<file path="config.mk">
export PLATFORM = sky130hd
export DESIGN_NAME = text_pane_cursor_controller
export DESIGN_NICKNAME = d
export VERILOG_FILES = /design/src/design/tpc_pkg.sv /design/src/design/text_pane_cursor_controller.sv /design/src/design/tpc_step.sv
export SDC_FILE = /design/constraint.sdc
export NUM_CORES = 1
export LEC_CHECK = 0
export BUFFER_PORTS_ARGS = -buffer_cell sky130_fd_sc_hd__buf_2
export CELL_PAD_IN_SITES_DETAIL_PLACEMENT = 0
export CELL_PAD_IN_SITES_GLOBAL_PLACEMENT = 1
export CORE_MARGIN = 3
export CORE_UTILIZATION = 35
export CTS_BUF_LIST = sky130_fd_sc_hd__clkbuf_8
export DETAILED_ROUTE_END_ITERATION = 6
export GPL_TIMING_DRIVEN = 0
export PLACE_DENSITY = 0.71
export SYNTH_ARGS = -nofsm -noshare
export SYNTH_HDL_FRONTEND = slang
export SYNTH_SLANG_ARGS = --single-unit
</file>
<file path="constraint.sdc">
create_clock -name clk -period 7.9 [get_ports clk]
set_input_delay 1.975 -clock clk [delete_from_list [all_inputs] [get_ports clk]]
set_output_delay 1.975 -clock clk [all_outputs]
set_load 0.1 [all_outputs]
</file>
<file path="src/design/tpc_pkg.sv">
// Shared types and constants of the text pane cursor controller.
`timescale 1ns / 1ps
`default_nettype none

package tpc_pkg;

  typedef enum logic [1:0] {
    OP_PUT    = 2'd0,
    OP_PUT_AT = 2'd1,
    OP_SET    = 2'd2,
    OP_CLEAR  = 2'd3
  } op_t;

  typedef enum logic [1:0] {
    CMD_DRAW   = 2'd0,
    CMD_SCROLL = 2'd1,
    CMD_CLEAR  = 2'd2,
    CMD_REPORT = 2'd3
  } cmd_t;

  typedef enum logic [1:0] {
    REG_ENABLE    = 2'd0,
    REG_PANE_COLS = 2'd1,
    REG_PANE_ROWS = 2'd2,
    REG_PANE_TOP  = 2'd3
  } reg_idx_t;

  localparam logic [7:0] CH_NEWLINE   = 8'd10;
  localparam logic [7:0] CH_RETURN    = 8'd13;
  localparam logic [7:0] CH_BACKSPACE = 8'd8;
  localparam logic [6:0] GLYPH_SPACE  = 7'd32;

  localparam logic [7:0] RESET_COLS = 8'd80;
  localparam logic [7:0] RESET_ROWS = 8'd25;
  localparam logic [7:0] RESET_TOP  = 8'd0;

  // Result slots in delivery order.
  localparam int SLOT_HEAD   = 0;  // scroll or clear ahead of any draw
  localparam int SLOT_DRAW   = 1;
  localparam int SLOT_POST   = 2;  // scroll after the draw or newline
  localparam int SLOT_REPORT = 3;
  localparam int NUM_SLOTS   = 4;

  typedef struct packed {
    logic       enable;
    logic [7:0] cols;
    logic [7:0] rows;
    logic [7:0] top;
  } cfg_t;

  typedef struct packed {
    logic [NUM_SLOTS-1:0] slots;
    cmd_t                 head_cmd;
    logic [6:0]           glyph;
    logic [7:0]           draw_col;
    logic [8:0]           draw_row;
    logic [7:0]           cur_col;
    logic [7:0]           cur_row;
  } res_t;

endpackage

`default_nettype wire

</file>
<file path="src/design/text_pane_cursor_controller.sv">
// Top level of the text pane cursor controller: registers, result buffer, ports.
`timescale 1ns / 1ps
`default_nettype none

// Channel   Signals                                        Direction
// --------  ---------------------------------------------  ---------
// in        in_valid, in_stall, opcode, char_code,          request in
//           target_col, target_row
// out       out_valid, out_stall, command, glyph,           results out
//           cell_col, cell_row, last
// cfg       cfg_we, cfg_index, cfg_data                     writes in
//
// A request is registered in the input register, then its results (one to
// four) leave the result buffer one per cycle while out_stall is low, paced
// by the single-port drain. Reset (rst, synchronous) empties both registers,
// homes the cursor and loads the register defaults. A stalled output holds
// the buffer; the input register still takes one more request, then
// in_stall rises.

module text_pane_cursor_controller (
  input  logic       clk,
  input  logic       rst,
  // request channel
  input  logic       in_valid,
  output logic       in_stall,
  input  logic [1:0] opcode,
  input  logic [7:0] char_code,
  input  logic [7:0] target_col,
  input  logic [7:0] target_row,
  // result channel
  output logic       out_valid,
  input  logic       out_stall,
  output logic [1:0] command,
  output logic [6:0] glyph,
  output logic [7:0] cell_col,
  output logic [8:0] cell_row,
  output logic       last,
  // configuration writes
  input  logic       cfg_we,
  input  logic [1:0] cfg_index,
  input  logic [7:0] cfg_data
);

  tpc_pkg::cfg_t cfg;
  logic [7:0]    cursor_col;
  logic [7:0]    cursor_row;

  // input register
  logic          in_full;
  tpc_pkg::op_t  in_op;
  logic [7:0]    in_char;
  logic [7:0]    in_tcol;
  logic [7:0]    in_trow;

  // result buffer
  tpc_pkg::res_t buf_res;
  tpc_pkg::res_t step_res;

  logic in_take;
  logic out_take;
  logic buf_free;
  logic buf_load;
  logic [tpc_pkg::NUM_SLOTS-1:0] slots_next;

  // Configuration writes; the user must do them only while the block is idle; the block does not enforce it.
  always_ff @(posedge clk) begin
    if (rst) begin
      cfg.enable <= 1'b0;
      cfg.cols   <= tpc_pkg::RESET_COLS;
      cfg.rows   <= tpc_pkg::RESET_ROWS;
      cfg.top    <= tpc_pkg::RESET_TOP;
    end else if (cfg_we) begin
      unique case (tpc_pkg::reg_idx_t'(cfg_index))
        tpc_pkg::REG_ENABLE:    cfg.enable <= cfg_data[0];
        tpc_pkg::REG_PANE_COLS: cfg.cols   <= cfg_data;
        tpc_pkg::REG_PANE_ROWS: cfg.rows   <= cfg_data;
        tpc_pkg::REG_PANE_TOP:  cfg.top    <= cfg_data;
        default: begin
        end
      endcase
    end
  end

  // Work out the request held in the input register.
  tpc_step u_step (
    .cfg        (cfg),
    .cursor_col (cursor_col),
    .cursor_row (cursor_row),
    .op         (in_op),
    .char_code  (in_char),
    .target_col (in_tcol),
    .target_row (in_trow),
    .res        (step_res)
  );

  // Buffer frees up when empty or when its final report is taken now.
  assign out_take = out_valid && !out_stall;
  assign buf_free = (buf_res.slots == '0) || (out_take && last);
  assign buf_load = in_full && buf_free;
  assign in_stall = in_full && !buf_load;
  assign in_take  = in_valid && !in_stall;

  // Drop the slot just delivered: clear the lowest set bit.
  assign slots_next = buf_res.slots
                    & (buf_res.slots - {{(tpc_pkg::NUM_SLOTS-1){1'b0}}, 1'b1});

  always_ff @(posedge clk) begin
    if (rst) begin
      in_full <= 1'b0;
    end else if (in_take) begin
      in_full <= 1'b1;
    end else if (buf_load) begin
      in_full <= 1'b0;
    end
  end

  // Payload of the input register needs no reset.
  always_ff @(posedge clk) begin
    if (in_take) begin
      in_op   <= tpc_pkg::op_t'(opcode);
      in_char <= char_code;
      in_tcol <= target_col;
      in_trow <= target_row;
    end
  end

  // Cursor advances when the request moves into the result buffer.
  always_ff @(posedge clk) begin
    if (rst) begin
      cursor_col <= 8'd0;
      cursor_row <= 8'd0;
    end else if (buf_load) begin
      cursor_col <= step_res.cur_col;
      cursor_row <= step_res.cur_row;
    end
  end

  // Slot bits are reset; the buffer payload needs none.
  always_ff @(posedge clk) begin
    if (buf_load) begin
      buf_res.head_cmd <= step_res.head_cmd;
      buf_res.glyph    <= step_res.glyph;
      buf_res.draw_col <= step_res.draw_col;
      buf_res.draw_row <= step_res.draw_row;
      buf_res.cur_col  <= step_res.cur_col;
      buf_res.cur_row  <= step_res.cur_row;
    end
    if (rst) begin
      buf_res.slots <= '0;
    end else if (buf_load) begin
      buf_res.slots <= step_res.slots;
    end else if (out_take) begin
      buf_res.slots <= slots_next;
    end
  end

  // Present the earliest pending slot.
  assign out_valid = (buf_res.slots != '0);
  assign last      = (slots_next == '0);

  always_comb begin
    command  = tpc_pkg::CMD_REPORT;
    glyph    = 7'd0;
    cell_col = 8'd0;
    cell_row = 9'd0;
    priority if (buf_res.slots[tpc_pkg::SLOT_HEAD]) begin
      command = buf_res.head_cmd;
    end else if (buf_res.slots[tpc_pkg::SLOT_DRAW]) begin
      command  = tpc_pkg::CMD_DRAW;
      glyph    = buf_res.glyph;
      cell_col = buf_res.draw_col;
      cell_row = buf_res.draw_row;
    end else if (buf_res.slots[tpc_pkg::SLOT_POST]) begin
      command = tpc_pkg::CMD_SCROLL;
    end else begin
      command  = tpc_pkg::CMD_REPORT;
      cell_col = buf_res.cur_col;
      cell_row = {1'b0, buf_res.cur_row};
    end
  end

endmodule

`default_nettype wire

</file>
<file path="src/design/tpc_step.sv">
// One request worked out: result commands and the new cursor position.
`timescale 1ns / 1ps
`default_nettype none

module tpc_step (
  input  tpc_pkg::cfg_t cfg,
  input  logic [7:0]    cursor_col,
  input  logic [7:0]    cursor_row,
  input  tpc_pkg::op_t  op,
  input  logic [7:0]    char_code,
  input  logic [7:0]    target_col,
  input  logic [7:0]    target_row,
  output tpc_pkg::res_t res
);

  logic [7:0] col;
  logic [7:0] row;
  logic [7:0] bottom;
  logic [8:0] row_inc;
  logic [8:0] col_inc;
  logic [6:0] glyph_in;

  assign bottom   = (cfg.rows == 8'd0) ? 8'd0 : cfg.rows - 8'd1;
  assign glyph_in = char_code[7] ? 7'd0 : char_code[6:0];

  always_comb begin
    res          = '0;
    res.head_cmd = tpc_pkg::CMD_SCROLL;
    col          = cursor_col;
    row          = cursor_row;
    row_inc      = 9'd0;
    col_inc      = 9'd0;

    unique case (op)
      tpc_pkg::OP_PUT: begin
        if (cfg.enable) begin
          // Pull an out-of-range cursor back into the pane first.
          if (col >= cfg.cols && cfg.cols != 8'd0) begin
            col     = 8'd0;
            row_inc = {1'b0, row} + 9'd1;
            if (row_inc >= {1'b0, cfg.rows}) begin
              res.slots[tpc_pkg::SLOT_HEAD] = 1'b1;
              row = bottom;
            end else begin
              row = row_inc[7:0];
            end
          end
          if (row >= cfg.rows && cfg.rows != 8'd0) begin
            res.slots[tpc_pkg::SLOT_HEAD] = 1'b1;
            row = bottom;
          end

          priority if (char_code == tpc_pkg::CH_NEWLINE) begin
            col     = 8'd0;
            row_inc = {1'b0, row} + 9'd1;
            if (row_inc >= {1'b0, cfg.rows}) begin
              res.slots[tpc_pkg::SLOT_POST] = 1'b1;
              row = bottom;
            end else begin
              row = row_inc[7:0];
            end
          end else if (char_code == tpc_pkg::CH_RETURN) begin
            col = 8'd0;
          end else if (char_code == tpc_pkg::CH_BACKSPACE) begin
            if (col != 8'd0) begin
              col = col - 8'd1;
            end
            res.slots[tpc_pkg::SLOT_DRAW] = 1'b1;
            res.glyph    = tpc_pkg::GLYPH_SPACE;
            res.draw_col = col;
            res.draw_row = {1'b0, cfg.top} + {1'b0, row};
          end else begin
            res.slots[tpc_pkg::SLOT_DRAW] = 1'b1;
            res.glyph    = glyph_in;
            res.draw_col = col;
            res.draw_row = {1'b0, cfg.top} + {1'b0, row};
            col_inc      = {1'b0, col} + 9'd1;
            if (col_inc >= {1'b0, cfg.cols}) begin
              col     = 8'd0;
              row_inc = {1'b0, row} + 9'd1;
              if (row_inc >= {1'b0, cfg.rows}) begin
                res.slots[tpc_pkg::SLOT_POST] = 1'b1;
                row = bottom;
              end else begin
                row = row_inc[7:0];
              end
            end else begin
              col = col_inc[7:0];
            end
          end
        end
      end
      tpc_pkg::OP_PUT_AT: begin
        if (cfg.enable && target_col < cfg.cols && target_row < cfg.rows) begin
          res.slots[tpc_pkg::SLOT_DRAW] = 1'b1;
          res.glyph    = glyph_in;
          res.draw_col = target_col;
          res.draw_row = {1'b0, cfg.top} + {1'b0, target_row};
        end
      end
      tpc_pkg::OP_SET: begin
        if (target_col < cfg.cols) begin
          col = target_col;
        end
        if (target_row < cfg.rows) begin
          row = target_row;
        end
      end
      tpc_pkg::OP_CLEAR: begin
        col = 8'd0;
        row = 8'd0;
        if (cfg.enable) begin
          res.slots[tpc_pkg::SLOT_HEAD] = 1'b1;
          res.head_cmd = tpc_pkg::CMD_CLEAR;
        end
      end
      default: begin
      end
    endcase

    res.slots[tpc_pkg::SLOT_REPORT] = 1'b1;
    res.cur_col = col;
    res.cur_row = row;
  end

endmodule

`default_nettype wire
</file>
# == Word-level counts from Yosys, hierarchy flattened ==
# Cells that the tools add are included.
# totals
word_cells,135
ff_bits,114
out_inout_bits,29
input_bits,41
# op_classes
n_mux,64
n_reduce_logical,28
add_sub_neg,8
bitwise_logic,1
n_eq_ne,9
n_lt_le_gt_ge,7
# op_table
op,count
two-way mux 8 bit,29
two-way mux 24 bit,5
case mux 24 bit (2 select lines),1
case mux 8 bit (3 select lines),2
"adder 8 x 1 -> 9 bit, second input constant",3
>= comparator 9 x 8 -> 1 bit,3
"equality test 8 x 4 -> 1 bit, second input constant",3
nonzero test 8 bit,3
two-way mux 7 bit,3
adder 8 x 8 -> 9 bit,2
two-way mux 9 bit,2
>= comparator 8 bit,2
less-than comparator 8 bit,2
"subtractor 8 x 1 -> 8 bit, second input constant",2
two-way mux 1 bit,12
logical AND 1 bit,9
"equality test 2 bit, second input constant",4
zero test 4 bit,2
zero test 8 bit,1
two-way mux 2 bit,4
two-way mux 4 bit,2
AND reduction 2 bit,4
two-way mux 3 bit,2
bitwise AND 4 bit,1
other kinds (8),14

# == Logic depth before layout (Yosys ltp) ==
# Gate-level depths: netlist (run 1).
# depth
depth_word,21
ltp_mapped,35

# == Modules after synthesis ==
# From an unflattened synthesis (run 1), not the netlist that was laid out.
# unflattened
cells_unflattened,932
area_unflattened_um2,8553.2
# by_module_without_submodules
mod,n_inst,area_per_inst_um2,cells_per_inst
tpc_step,1,4479.3,650
text_pane_cursor_controller,1,4073.9,282

# == Worst setup path before layout (run 1) ==
# No wires, ideal clock.
# synth_timing
kind,reg2reg
start,register cursor_row[0]
end,register buf_res[0] (netlist bit) (data pin)
t_required_ps,7635
setup_slack_ps,881
setup_ps,265
arrival_time_ps,6754
stages_incl_launch_ff,33
path_cell_list,dfxtp_1 -> ha_1 -> nand3_2 -> nor2_1 -> xor2_1 -> ha_1 -> a21o_1 -> a21oi_1 -> nand3_1 -> nor2_1 -> nor3_1 -> a221oi_1 -> ha_1 -> nand2b_1 -> a2111o_1 -> a211o_1 -> nand2_2 -> nand3_1 -> and3_1 -> inv_1 -> ha_1 -> inv_1 -> o41ai_4 -> and4bb_4 -> xor2_1 -> ha_1 -> a2111oi_0 -> a21oi_1 -> a31o_4 -> buf_6 -> and4_1 -> nor3_2 -> nor2_1
# synth_rtl
item,line,source
"start, declared",text_pane_cursor_controller.sv:46,logic [7:0] cursor_row;
"start signal, assigned",text_pane_cursor_controller.sv:134,cursor_row <= step_res.cur_row;
"end, declared",text_pane_cursor_controller.sv:56,tpc_pkg::res_t buf_res;

==> results by group, run 1 <==
Clock network
  • Clk Latency, worst-skew pair: 0.46 ns
  • Hold_buf cts: 0
  • Longest Clk Path Bufs: 2
  • Number of clock sinks: 114
  • Clock root cell: clkbuf_8
  • Reg clk slew, reported paths: 0.08 ns
  • CTS tree: yes
  • H-tree depth: 4
  • Number of buffers created by CTS: 17

Final layout
  • # fillers: 2,438
  • Proportion of layout cells with a drive suffix above 1: 16.3%
  • Final Util: 40.9%
  • Final Cell Area: 9680 sq um
  • Synth-to-Final Area Change: 14.0%
  • N_diodes: 0
  • Final #Nets: 1,169
  • Fin cells: 1,377

Global routing
  • Vias in the first global route: 7,184
  • First-pass GRT wire length: 42.8 mm
  • Largest net degree at the start of global routing: 28
  • Gr usage total: 21.4%
  • Initial antenna violation count: 0
  • GRT Residual Overflow: 0

Route
  • ANT nets after route: 0
  • Post-Route WL: 28.3 mm
  • Drt pass-1 iters: 5
  • Vias per inst: 5.52
  • Initial DRC count: 513
  • Wire per inst: 20.5 microns
  • Remaining DRCs: 0
  • Via Count: 7,595

Outcome
  • Run status: finished clean

Logic synthesis
  • Distinct cells, synth: 83
  • Yosys Warn Count: 0
  • Syn Inst Count: 957
  • Syn_nets: 1,081
  • Fraction of the yosys area taken by sequential cells: 34.9%
  • Async S/R FF share, synth: 0%
  • Post-synth EDFFs: 68
  • Post-synth top flop: edfxtp_1
  • Post-synthesis cell area: 8490 sq um
  • Syn avg cell area: 8.87 sq um
  • Register bit total from synthesis: 114

Timing
  • Slew HR: 31.5%
  • Setup Viol. Count Final: 0
  • Final min period: 7.62 ns
  • Fmax: 131 MHz
  • Total negative slack: 0 ns
  • Count of pins over their slew limit: 0
  • Final Cycle Share: 96.5%
  • Final Hold Viols: 0
  • Slew of the pin with the lowest slew margin: 1.02 ns
  • Setup WS post-layout: 0.279 ns
  • Clock Skew: 0.0176 ns
  • Hold slack: 0.487 ns

Place
  • Placed cell area: 9260 sq um
  • Post-DP HPWL: 22.1 mm
  • Placed cell count: 1,346
  • GPL Wtd Cong: 0.939
  • Pre-CTS setup slack: -0.625 ns
  • Buffers on Ports: 69

Pwr
  • Pleak: 3.97 nW
  • Final Power: 1.83 mW
  • Max IR drop VDD: 0.0809 mV
  • Pwr Density: 189 nW/um^2

Floorplanning
  • Die Y: 162 microns
  • Effective utilization at floorplan: 35.9%
  • # IOs: 70
  • Die area: 26,200 sq um
  • FP Rows: 56
  • Die X: 162 microns
  • Area of the core: 23,700 sq um

Setup path
  • Req. time, crit path: 8.17 ns
  • Startpoint Class: flip-flop
  • Crit-path slowest cell: o41ai_4
  • CP most frequent cell: ha_1
  • CP Data Arrival Time: 7.89 ns
  • Crit-path max cell delay: 0.45 ns
  • Critical path type: reg -> reg
  • Element type at the critical path end: flip-flop
  • Critical path fanouts, max: 10

Run
  • Max Cap Viol: 0

Worst hold path
  • Worst hold path class: reg -> reg
## sequential cells by signal (all words and copies together), names as in the netlist
register,cells
cursor_row,8
in_trow,8
in_tcol,8
in_op,2
buf_res,46
cfg,25
in_full,1
in_char,8
cursor_col,8
## critical path: cells and delay by family (launching register included)
kind,cells,cell delay [ns]
AOI/OAI and AO/OA,8,2.48
xor gates and xnor gates,2,0.16
adders and majority gates,4,1.09
buffers and inverters,5,0.80
DFF,1,0.31
muxes,1,0.27
and+or+nand+nor,12,2.35
## worst paths after layout
check,from,to,slack (ns),cells after the start
worst max register to register,cursor_row[2]$_SDFFE_PP0P_,buf_res[3]$_DFFE_PP_,0.28,32
worst min register to register,cfg[23]$_SDFFE_PP0P_,cfg[23]$_SDFFE_PP0P_,0.49,2
worst min-delay path,cfg[23]$_SDFFE_PP0P_,cfg[23]$_SDFFE_PP0P_,0.49,2
worst max-delay path,cursor_row[2]$_SDFFE_PP0P_,buf_res[3]$_DFFE_PP_,0.28,32
## cells by family after synthesis
logic type	after synthesis	share of synthesized area (%)
multiplexers	19	2.36
XOR/XNOR	38	3.92
flip-flops	114	34.9
AND/OR/NAND/NOR	333	19.5
buffers and inverters	94	4.47
AO/OA/AOI/OAI	275	22.3
adder cells (fa/ha/maj)	84	12.5
## report_power, final
group,internal [mW],total [mW],switching [mW],leakage (nW)
registers,0.665,0.689,0.0244,1.02
clock network,0.218,0.502,0.284,0.167
logic,0.208,0.639,0.430,2.78
total,1.09,1.83,0.738,3.97
## cells in the mapped netlist, drive strengths merged, types with 9 or more instances
master	count	area share, %
o21ai	56	3.4
o21bai	10	0.88
o211ai	9	0.85
a21o	18	1.6
dfxtp	46	11
edfxtp	68	24
xnor2	22	2.3
nand2b	15	1.1
nor2	81	3.6
nor3	25	1.7
nand2	99	4.4
nand3	34	2.1
ha	81	12
a31oi	11	0.88
clkbuf	36	1.6
a21oi	82	4.8
nor2b	9	0.66
buf	12	0.83
inv	46	2.0
mux2i	11	1.3
and2	22	1.6
a22o	22	2.3
xor2	16	1.7
a211oi	9	1.0
## layout make-up
class                      instances  area (sq um)  area share, %
buffer                            45           200           2.07
clock inverter                    15           106           1.10
multi-input combinational        749          5220           53.9
timing repair buffer              72           380           3.93
clock buffer                      17           234           2.42
inverter                          46           173           1.78
tap                              319           399           4.12
sequential                       114          2970           30.7
## placed cells by master (no fill, tap or decap), types with 10 or more instances in the layout
cell type  instances
o21bai_1          10
nor3_1            22
a22o_1            22
nand2b_1          15
nand2_1           97
and2_1            21
buf_2             75
clkbuf_1          32
xnor2_1           22
dfxtp_1           43
a21o_1            18
ha_1              81
nor2_1            78
mux2i_1           11
inv_1             45
xor2_1            16
a31oi_1           10
clkbuf_8          17
o21ai_0           53
nand3_1           32
a21oi_1           79
edfxtp_1          68
## per-layer routing
layer | up-vias | global-route usage, % | part of all wire, %
met5 | - | 0 | 0
met2 | 207 | 35.2 | 47
met4 | 0 | 6.71 | 2.5
met3 | 34 | 3.03 | 4.7
li1 | 3693 | - | -
met1 | 3661 | 29.2 | 46
## timing repair
item | CTS | global route
buffers inserted | 2 | 0
endpoints found under the setup margin | 17 | 17
resized for setup | 11 | 15
pin swaps | 2 | 2
(Power assumes the default switching activity.)
==> run 2: changes to the inputs <==
==> constraint.sdc (replaced) <==
create_clock -name clk -period 7.3 [get_ports clk]
set_input_delay 1.825 -clock clk [delete_from_list [all_inputs] [get_ports clk]]
set_output_delay 1.825 -clock clk [all_outputs]
set_load 0.1 [all_outputs]
==> run 2 against run 1 <==
Effect of this change: register-to-register slack worse by 0.08 ns; setup slack worse by 0.078 ns; largest power group unchanged; clock skew increased by 0.00085 ns; sequential cell count stayed put; critical endpoint unchanged; largest cell class unchanged; die area unchanged; non-clock buffer count increased by 9; count of clock-buffer cells in the layout is the same; worst hold slack better by 0.00067 ns; sequential share of layout area decreased by 0.45 points.
==> results by group, run 2 (same netlist as run 1, synthesis figures left out) <==
Timing
  • Fmax: 141 MHz (+7.4%)
  • Final min period: 7.10 ns (-0.522 ns)
  • Count of pins over their slew limit: 0 (unchanged)
  • Clock Skew: 0.0185 ns (+0.000850 ns)
  • Setup Viol. Count Final: 0 (unchanged)
  • Slew HR: 33.5% (+2.0 points)
  • Setup WS post-layout: 0.201 ns (-0.0782 ns)
  • Final Hold Viols: 0 (unchanged)
  • Final Cycle Share: 97.2% (+0.78 points)
  • Slew of the pin with the lowest slew margin: 0.990 ns (-0.0296 ns)

Setup path
  • Crit-path max cell delay: 0.44 ns (about the same)
  • CP Depth: 31 (-3.1%)
  • Req. time, crit path: 7.48 ns (-0.69 ns)
  • Crit-path slowest cell: a31oi_1
  • Element type at the critical path end: flip-flop
  • CP Data Arrival Time: 7.28 ns (-0.61 ns)
  • Critical path type: reg -> reg
  • Path depth of the worst reg2reg path: 31 (-3.1%)
  • Crit path buffers/inverters: 3 (-2)
  • Flop-to-flop setup slack: 0.20 ns (-0.08 ns)
  • Worst setup path endpoint: buf_res[3]$_DFFE_PP_
  • Critical path origin: cursor_row[0]$_SDFFE_PP0P_
  • RR Endpoint: buf_res[3]$_DFFE_PP_
  • Startpoint Class: flip-flop
  • Reg2Reg Launch Point: cursor_row[0]$_SDFFE_PP0P_
  • CP most frequent cell: ha_1
  • Critical path fanouts, max: 10 (unchanged)
  • Delay-heaviest family, CP: compound AO/OA/AOI/OAI gates

Global routing
  • Gr usage total: 21.6% (+0.22 points)
  • First-pass GRT wire length: 43.2 mm (+1.1%)
  • Largest net degree at the start of global routing: 28 (unchanged)
  • GRT Residual Overflow: 0 (unchanged)
  • Initial antenna violation count: 0 (unchanged)
  • Vias in the first global route: 7,225 (+0.57%)

Floorplanning
  • FP Rows: 56 (unchanged)
  • Die X: 162 microns (unchanged)
  • Die area: 26,200 sq um (unchanged)
  • Effective utilization at floorplan: 35.9% (unchanged)
  • Area of the core: 23,700 sq um (unchanged)
  • # IOs: 70 (unchanged)
  • Die Y: 162 microns (unchanged)

Worst hold path
  • Worst hold path class: reg -> reg

Clock network
  • H-tree depth: 4 (unchanged)
  • Longest Clk Path Bufs: 2 (unchanged)
  • Clk Latency, worst-skew pair: 0.46 ns (about the same)
  • Clock root cell: clkbuf_8
  • Number of clock sinks: 114 (unchanged)
  • Number of buffers created by CTS: 17 (unchanged)
  • CTS tree: yes
  • Hold_buf cts: 0 (unchanged)
  • Reg clk slew, reported paths: 0.08 ns (about the same)

Route
  • Remaining DRCs: 0 (unchanged)
  • Post-Route WL: 28.7 mm (+1.4%)
  • Vias per inst: 5.54 (+0.45%)
  • ANT nets after route: 0 (unchanged)
  • Via Count: 7,679 (+1.1%)
  • Wire per inst: 20.7 microns (+0.77%)
  • Initial DRC count: 601 (+17%)
  • Drt pass-1 iters: 6 (+1)

Final layout
  • Most common cell after layout, fill and taps aside: nand2_1
  • Top Registers: buf_res x46, cfg x25
  • Most flops, register: buf_res
  • Fin cells: 1,386 (+0.65%)
  • N_diodes: 0 (unchanged)
  • Final #Nets: 1,178 (+0.77%)
  • Proportion of layout cells with a drive suffix above 1: 18.1% (+1.8 points)
  • Most frequent cells in the layout: nand2_1 (96), a21oi_1 (79), ha_1 (79)
  • Largest register FFs: 46 (unchanged)
  • Synth-to-Final Area Change: 16.0%

Place
  • Pre-CTS setup slack: -1.22 ns (-0.600 ns)
  • GPL Wtd Cong: 0.939 (unchanged)
  • Buffers on Ports: 69 (unchanged)
  • Placed cell count: 1,346 (unchanged)
  • Post-DP HPWL: 22.1 mm (unchanged)

Pwr
  • Max IR drop VDD: 0.0893 mV (+10%)
  • Pleak: 4.03 nW (+1.4%)
  • Pwr Density: 205 nW/um^2 (+8.4%)

Outcome
  • Run status: finished clean

Run
  • Max Cap Viol: 0 (unchanged)
## run 2: cell count changes in the layout (fill, tap and decap cells not counted), sizes merged
cell    previous run  this run
clkbuf            51        50
buf               83        93
## run 2: worst min path at each step
stage / start / to / slack, ns / cells after the start
4_1_cts: cfg[23]$_SDFFE_PP0P_ / cfg[23]$_SDFFE_PP0P_ / 0.49 / 2
3_3_place_gp: cfg[23]$_SDFFE_PP0P_ / cfg[23]$_SDFFE_PP0P_ / 0.47 / 2
3_5_place_dp: cfg[23]$_SDFFE_PP0P_ / cfg[23]$_SDFFE_PP0P_ / 0.48 / 2
6_report: cfg[23]$_SDFFE_PP0P_ / cfg[23]$_SDFFE_PP0P_ / 0.49 / 2
2_1_floorplan: cfg[19]$_SDFFE_PP0P_ / cfg[19]$_SDFFE_PP0P_ / 0.45 / 2
5_1_grt: cfg[23]$_SDFFE_PP0P_ / cfg[23]$_SDFFE_PP0P_ / 0.51 / 2
## run 2: layout make-up
| type | count | area (sq um) |
|---|---|---|
| well taps | 319 | 399 |
| plain buffers | 46 | 213 |
| flip-flops and latches | 114 | 2980 |
| clock buffers | 17 | 234 |
| multi-input cells | 749 | 5310 |
| inverters | 46 | 175 |
| clock inverters | 15 | 106 |
| fillers | 2427 | 13800 |
| repair buffers | 80 | 440 |
## run 2: timing repair
item	in CTS	in global routing
hold endpoints to repair	0	0
buffers inserted	7	3
resized for setup	30	22
pin swaps	6	7
endpoints found under the setup margin	17	17
## run 2: through the flow
step | area (sq um) | utilization (%) | power (mW) | setup TNS (ns) | hold slack (ns)
finish | 9850 | 41.6 | 2.02 | 0 | 0.488
global route | 9850 | 41.6 | 2.11 | -0.425 | 0.513
CTS | 9730 | 41.1 | 1.99 | 0 | 0.489
detailed placement | 9260 | 39.1 | 1.43 | -18.07 | 0.477
global placement | 9240 | 39.0 | 1.42 | -17.08 | 0.474
floorplan | 8490 | - | 1.25 | 0 | 0.449
## run 2: report_power, final
group / internal [mW] / leakage (nW) / switching [mW] / total, mW
clock: 0.236 / 0.167 / 0.308 / 0.544
combinational: 0.247 / 2.84 / 0.480 / 0.727
sequential: 0.719 / 1.02 / 0.0266 / 0.745
## run 2: routing by layer
metal | vias to the layer above | global-route usage (%) | part of all wire, %
li1 | 3711 | - | -
met3 | 42 | 2.96 | 5.1
met2 | 215 | 35.4 | 47
met5 | - | 0 | 0
met1 | 3711 | 29.6 | 45
met4 | 0 | 7.06 | 2.7
## run 2: worst reg2reg max path: cells and delay by family (launching register included)
kind | cells | cell delay [ns]
DFF | 1 | 0.42
muxes | 1 | 0.16
buffers and inverters | 3 | 0.32
adders and majority gates | 5 | 1.25
and+or+nand+nor | 10 | 1.64
AOI/OAI and AO/OA | 10 | 2.71
xor gates and xnor gates | 2 | 0.32
==> run 3: changes to the inputs <==
--- a/config.mk
+++ b/config.mk
@@ -16,4 +16,5 @@
 export PLACE_DENSITY = 0.71
 export SYNTH_ARGS = -nofsm -noshare
 export SYNTH_HDL_FRONTEND = slang
+export SYNTH_HIERARCHICAL = 1
 export SYNTH_SLANG_ARGS = --single-unit
==> constraint.sdc (replaced) <==
create_clock -name clk -period 7.65 [get_ports clk]
set_input_delay 1.9125 -clock clk [delete_from_list [all_inputs] [get_ports clk]]
set_output_delay 1.9125 -clock clk [all_outputs]
set_load 0.1 [all_outputs]
==> run 3 against run 2 <==
Effect of this change: design area shrank 0.51%; clock power up 8.1%; final cell count decreased by 2.5%; first-iteration DRC count decreased by 7.2%; combinational power fell by 67%; sequential share of layout area grew 0.065 points; setup slack improved by 0.17 ns; die area grew 0.71%; worst hold slack got worse by 0.018 ns; highest routed layer unchanged; critical endpoint is now cursor_row[0]$_SDFFE_PP0P_.
==> results by group, run 3 <==
Logic synthesis
  • Syn Inst Count: 932 (-2.6%)
  • Async S/R FF share, synth: 0% (unchanged)
  • Yosys Warn Count: 6 (+6)
  • Post-synthesis cell area: 8550 sq um (+0.74%)
  • Post-synth EDFFs: 68 (unchanged)
  • Most frequent cell after synthesis: nand2_1
  • Syn_nets: 1,056 (-2.3%)
  • Leading area contributor after synthesis: edfxtp_1
  • Most frequent cells after synthesis: nand2_1 (85), ha_1 (81), nor2_1 (80)
  • Register bit total from synthesis: 114 (unchanged)
  • Syn avg cell area: 9.18 sq um (+3.4%)
  • Distinct cells, synth: 85 (+2.4%)
  • Fraction of the yosys area taken by sequential cells: 34.6% (-0.26 points)
  • Synth area leaders: edfxtp_1 (24%), ha_1 (12%), dfxtp_1 (11%)
  • Synth top area share: 23.9% (-0.18 points)
  • Post-synth top flop: edfxtp_1

Timing
  • Final Cycle Share: 95.1% (-2.1 points)
  • Clock Skew: 0.0259 ns (+0.00736 ns)
  • Final Hold Viols: 0 (unchanged)
  • Slew HR: 29.3% (-4.2 points)
  • Count of pins over their slew limit: 0 (unchanged)
  • Setup Viol. Count Final: 0 (unchanged)
  • Hold slack: 0.469 ns (-0.0183 ns)
  • Fmax: 137 MHz (-2.4%)
  • Final min period: 7.28 ns (+0.177 ns)
  • Slew of the pin with the lowest slew margin: 1.06 ns (+0.0656 ns)

Clock network
  • CTS tree: yes
  • Number of buffers created by CTS: 17 (unchanged)
  • H-tree depth: 4 (unchanged)
  • Number of clock sinks: 114 (unchanged)
  • Clk Latency, worst-skew pair: 0.46 ns (about the same)
  • Reg clk slew, reported paths: 0.09 ns (about the same)
  • Longest Clk Path Bufs: 2 (unchanged)
  • Clock root cell: clkbuf_8
  • Hold_buf cts: 0 (unchanged)

Pwr
  • Pleak: 4.09 nW (+1.6%)
  • Final Power: 1.52 mW (-24%)
  • Pwr Density: 156 nW/um^2 (-24%)
  • Max IR drop VDD: 0.0800 mV (-10%)

Route
  • Wire per inst: 19.8 microns (-4.5%)
  • ANT nets after route: 0 (unchanged)
  • Post-Route WL: 26.7 mm (-6.9%)
  • Drt pass-1 iters: 6 (unchanged)
  • Via Count: 7,462 (-2.8%)
  • Remaining DRCs: 0 (unchanged)
  • Initial DRC count: 558 (-7.2%)
  • Vias per inst: 5.52 (-0.38%)

Global routing
  • Largest net degree at the start of global routing: 52 (+86%)
  • GRT Residual Overflow: 0 (unchanged)
  • Vias in the first global route: 7,125 (-1.4%)
  • Gr usage total: 20.5% (-1.1 points)
  • First-pass GRT wire length: 41.5 mm (-3.9%)
  • Initial antenna violation count: 0 (unchanged)

Setup path
  • Crit-path slowest cell: a2111oi_0
  • Critical path fanouts, max: 10 (unchanged)
  • Crit path buffers/inverters: 3 (unchanged)
  • Startpoint Class: flip-flop
  • Element type at the critical path end: flip-flop
  • Delay-heaviest family, CP: compound AO/OA/AOI/OAI gates
  • Critical path type: reg -> reg
  • CP Data Arrival Time: 7.64 ns (+0.36 ns)
  • CP most frequent cell: ha_1
  • Crit-path max cell delay: 0.42 ns (-0.02 ns)
  • Req. time, crit path: 8.02 ns (+0.54 ns)

Place
  • Buffers on Ports: 68 (-1.4%)
  • Post-DP HPWL: 20.7 mm (-6.2%)
  • GPL Wtd Cong: 0.930 (-0.96%)

Floorplanning
  • Effective utilization at floorplan: 36.0% (+0.16 points)
  • Die area: 26,300 sq um (+0.71%)
  • Die X: 162 microns (+0.36%)
  • Die Y: 162 microns (+0.36%)
  • FP Rows: 56 (unchanged)
  • Area of the core: 23,800 sq um (+0.30%)
  • # IOs: 70 (unchanged)

Final layout
  • # fillers: 2,360 (-2.8%)
  • Synth-to-Final Area Change: 14.6%
  • Largest register FFs: 46 (unchanged)
  • Most flops, register: buf_res
  • N_diodes: 0 (unchanged)
  • Proportion of layout cells with a drive suffix above 1: 16.3% (-1.8 points)
  • Most frequent cells in the layout: nand2_1 (84), nor2_1 (80), ha_1 (80)
  • Top Registers: buf_res x46, cfg x25
  • Final #Nets: 1,144 (-2.9%)
  • Most common cell after layout, fill and taps aside: nand2_1

Run
  • Max Cap Viol: 0 (unchanged)

Worst hold path
  • Worst hold path class: reg -> reg

Outcome
  • Run status: finished clean
run 3: cell types whose count changed after synthesis, sizes merged, moves of 5 or more:
| cell | previous run | this run |
|---|---|---|
| a21oi | 82 | 61 |
| a221o | 5 | 10 |
| a221oi | 1 | 6 |
| mux2i | 11 | 34 |
| nand2 | 99 | 85 |
| nand3 | 34 | 20 |
| nor3 | 25 | 16 |
| o211ai | 9 | 3 |
| o31ai | 4 | 9 |
| or4 | 1 | 7 |
| xor2 | 16 | 11 |
run 3: routing by layer:
metal | up-vias | routed length [microns] | GRT usage, %
met5 | - | 0 | 0
li1 | 3639 | - | -
met1 | 3537 | 13100 | 30.0
met3 | 29 | 1470 | 2.91
met2 | 257 | 11700 | 31.5
met4 | 0 | 455 | 5.89
run 3: worst reg2reg max path: cells and delay by family, from the launching register on:
kind	cells	cell delay, ns
xor gates and xnor gates	2	0.39
AOI/OAI and AO/OA	14	2.90
adders and majority gates	4	1.13
muxes	1	0.09
buffers and inverters	3	0.65
DFF	1	0.40
and+or+nand+nor	9	1.61
run 3: final timing paths:
kind / startpoint / end / slack (ns) / cells after the start
min reg2reg: cfg[21]$_SDFFE_PP0P_ / cfg[21]$_SDFFE_PP0P_ / 0.47 / 2
max: cursor_row[0]$_SDFFE_PP0P_ / cursor_row[0]$_SDFFE_PP0P_ / 0.37 / 33
max reg2reg: cursor_row[0]$_SDFFE_PP0P_ / cursor_row[0]$_SDFFE_PP0P_ / 0.37 / 33
min: cfg[21]$_SDFFE_PP0P_ / cfg[21]$_SDFFE_PP0P_ / 0.47 / 2
run 3: metrics by stage:
step / instance area, sq um / TNS (ns) / utilization (%) / setup WS, ns / std cells
4_1_cts: 9750 / 0 / 41.0 / 0.00409 / 1353
2_1_floorplan: 8550 / 0 / - / 0.849 / 932
5_1_grt: 9800 / -0.00835 / 41.3 / -0.00476 / 1352
3_5_place_dp: 9290 / -15.46 / 39.1 / -1.22 / 1319
3_3_place_gp: 9290 / -16.77 / 39.1 / -1.28 / 1319
6_report: 9800 / 0 / 41.3 / 0.374 / 1352
run 3: kinds of logic after synthesis:
| group | count (synthesis) | synth area share, % |
|---|---|---|
| compound gates | 267 | 22.3 |
| xor+xnor | 36 | 3.69 |
| fa+ha+maj | 84 | 12.4 |
| buf+inv | 96 | 4.96 |
| flops | 114 | 34.6 |
| mux | 40 | 4.81 |
| other cells | 1 | 0.0438 |
| simple gates | 294 | 17.1 |
run 3: layout make-up:
type	count	area, sq um	share of cell area [%]
Timing Repair Buffer	74	385	3.93
Inverter	47	176	1.80
Clock buffer	17	234	2.39
Multi-Input combinational cell	722	5240	53.4
Buffer	44	239	2.44
Clock inverter	15	161	1.65
Tap cell	319	399	4.07
Sequential cell	114	2970	30.3
run 3: power breakdown:
group	leakage, nW	total, mW	internal, mW	switching [mW]
Clock	0.201	0.588	0.273	0.315
Sequential	1.01	0.698	0.675	0.0237
Combinational	2.87	0.238	0.0804	0.158
Total	4.09	1.52	1.03	0.496
run 3: timing repair:
action	in CTS	in global routing
setup buffers	4	2
resized for setup	9	17
pin swaps	3	3
endpoints found under the setup margin	20	17
endpoints found under the hold margin	0	0
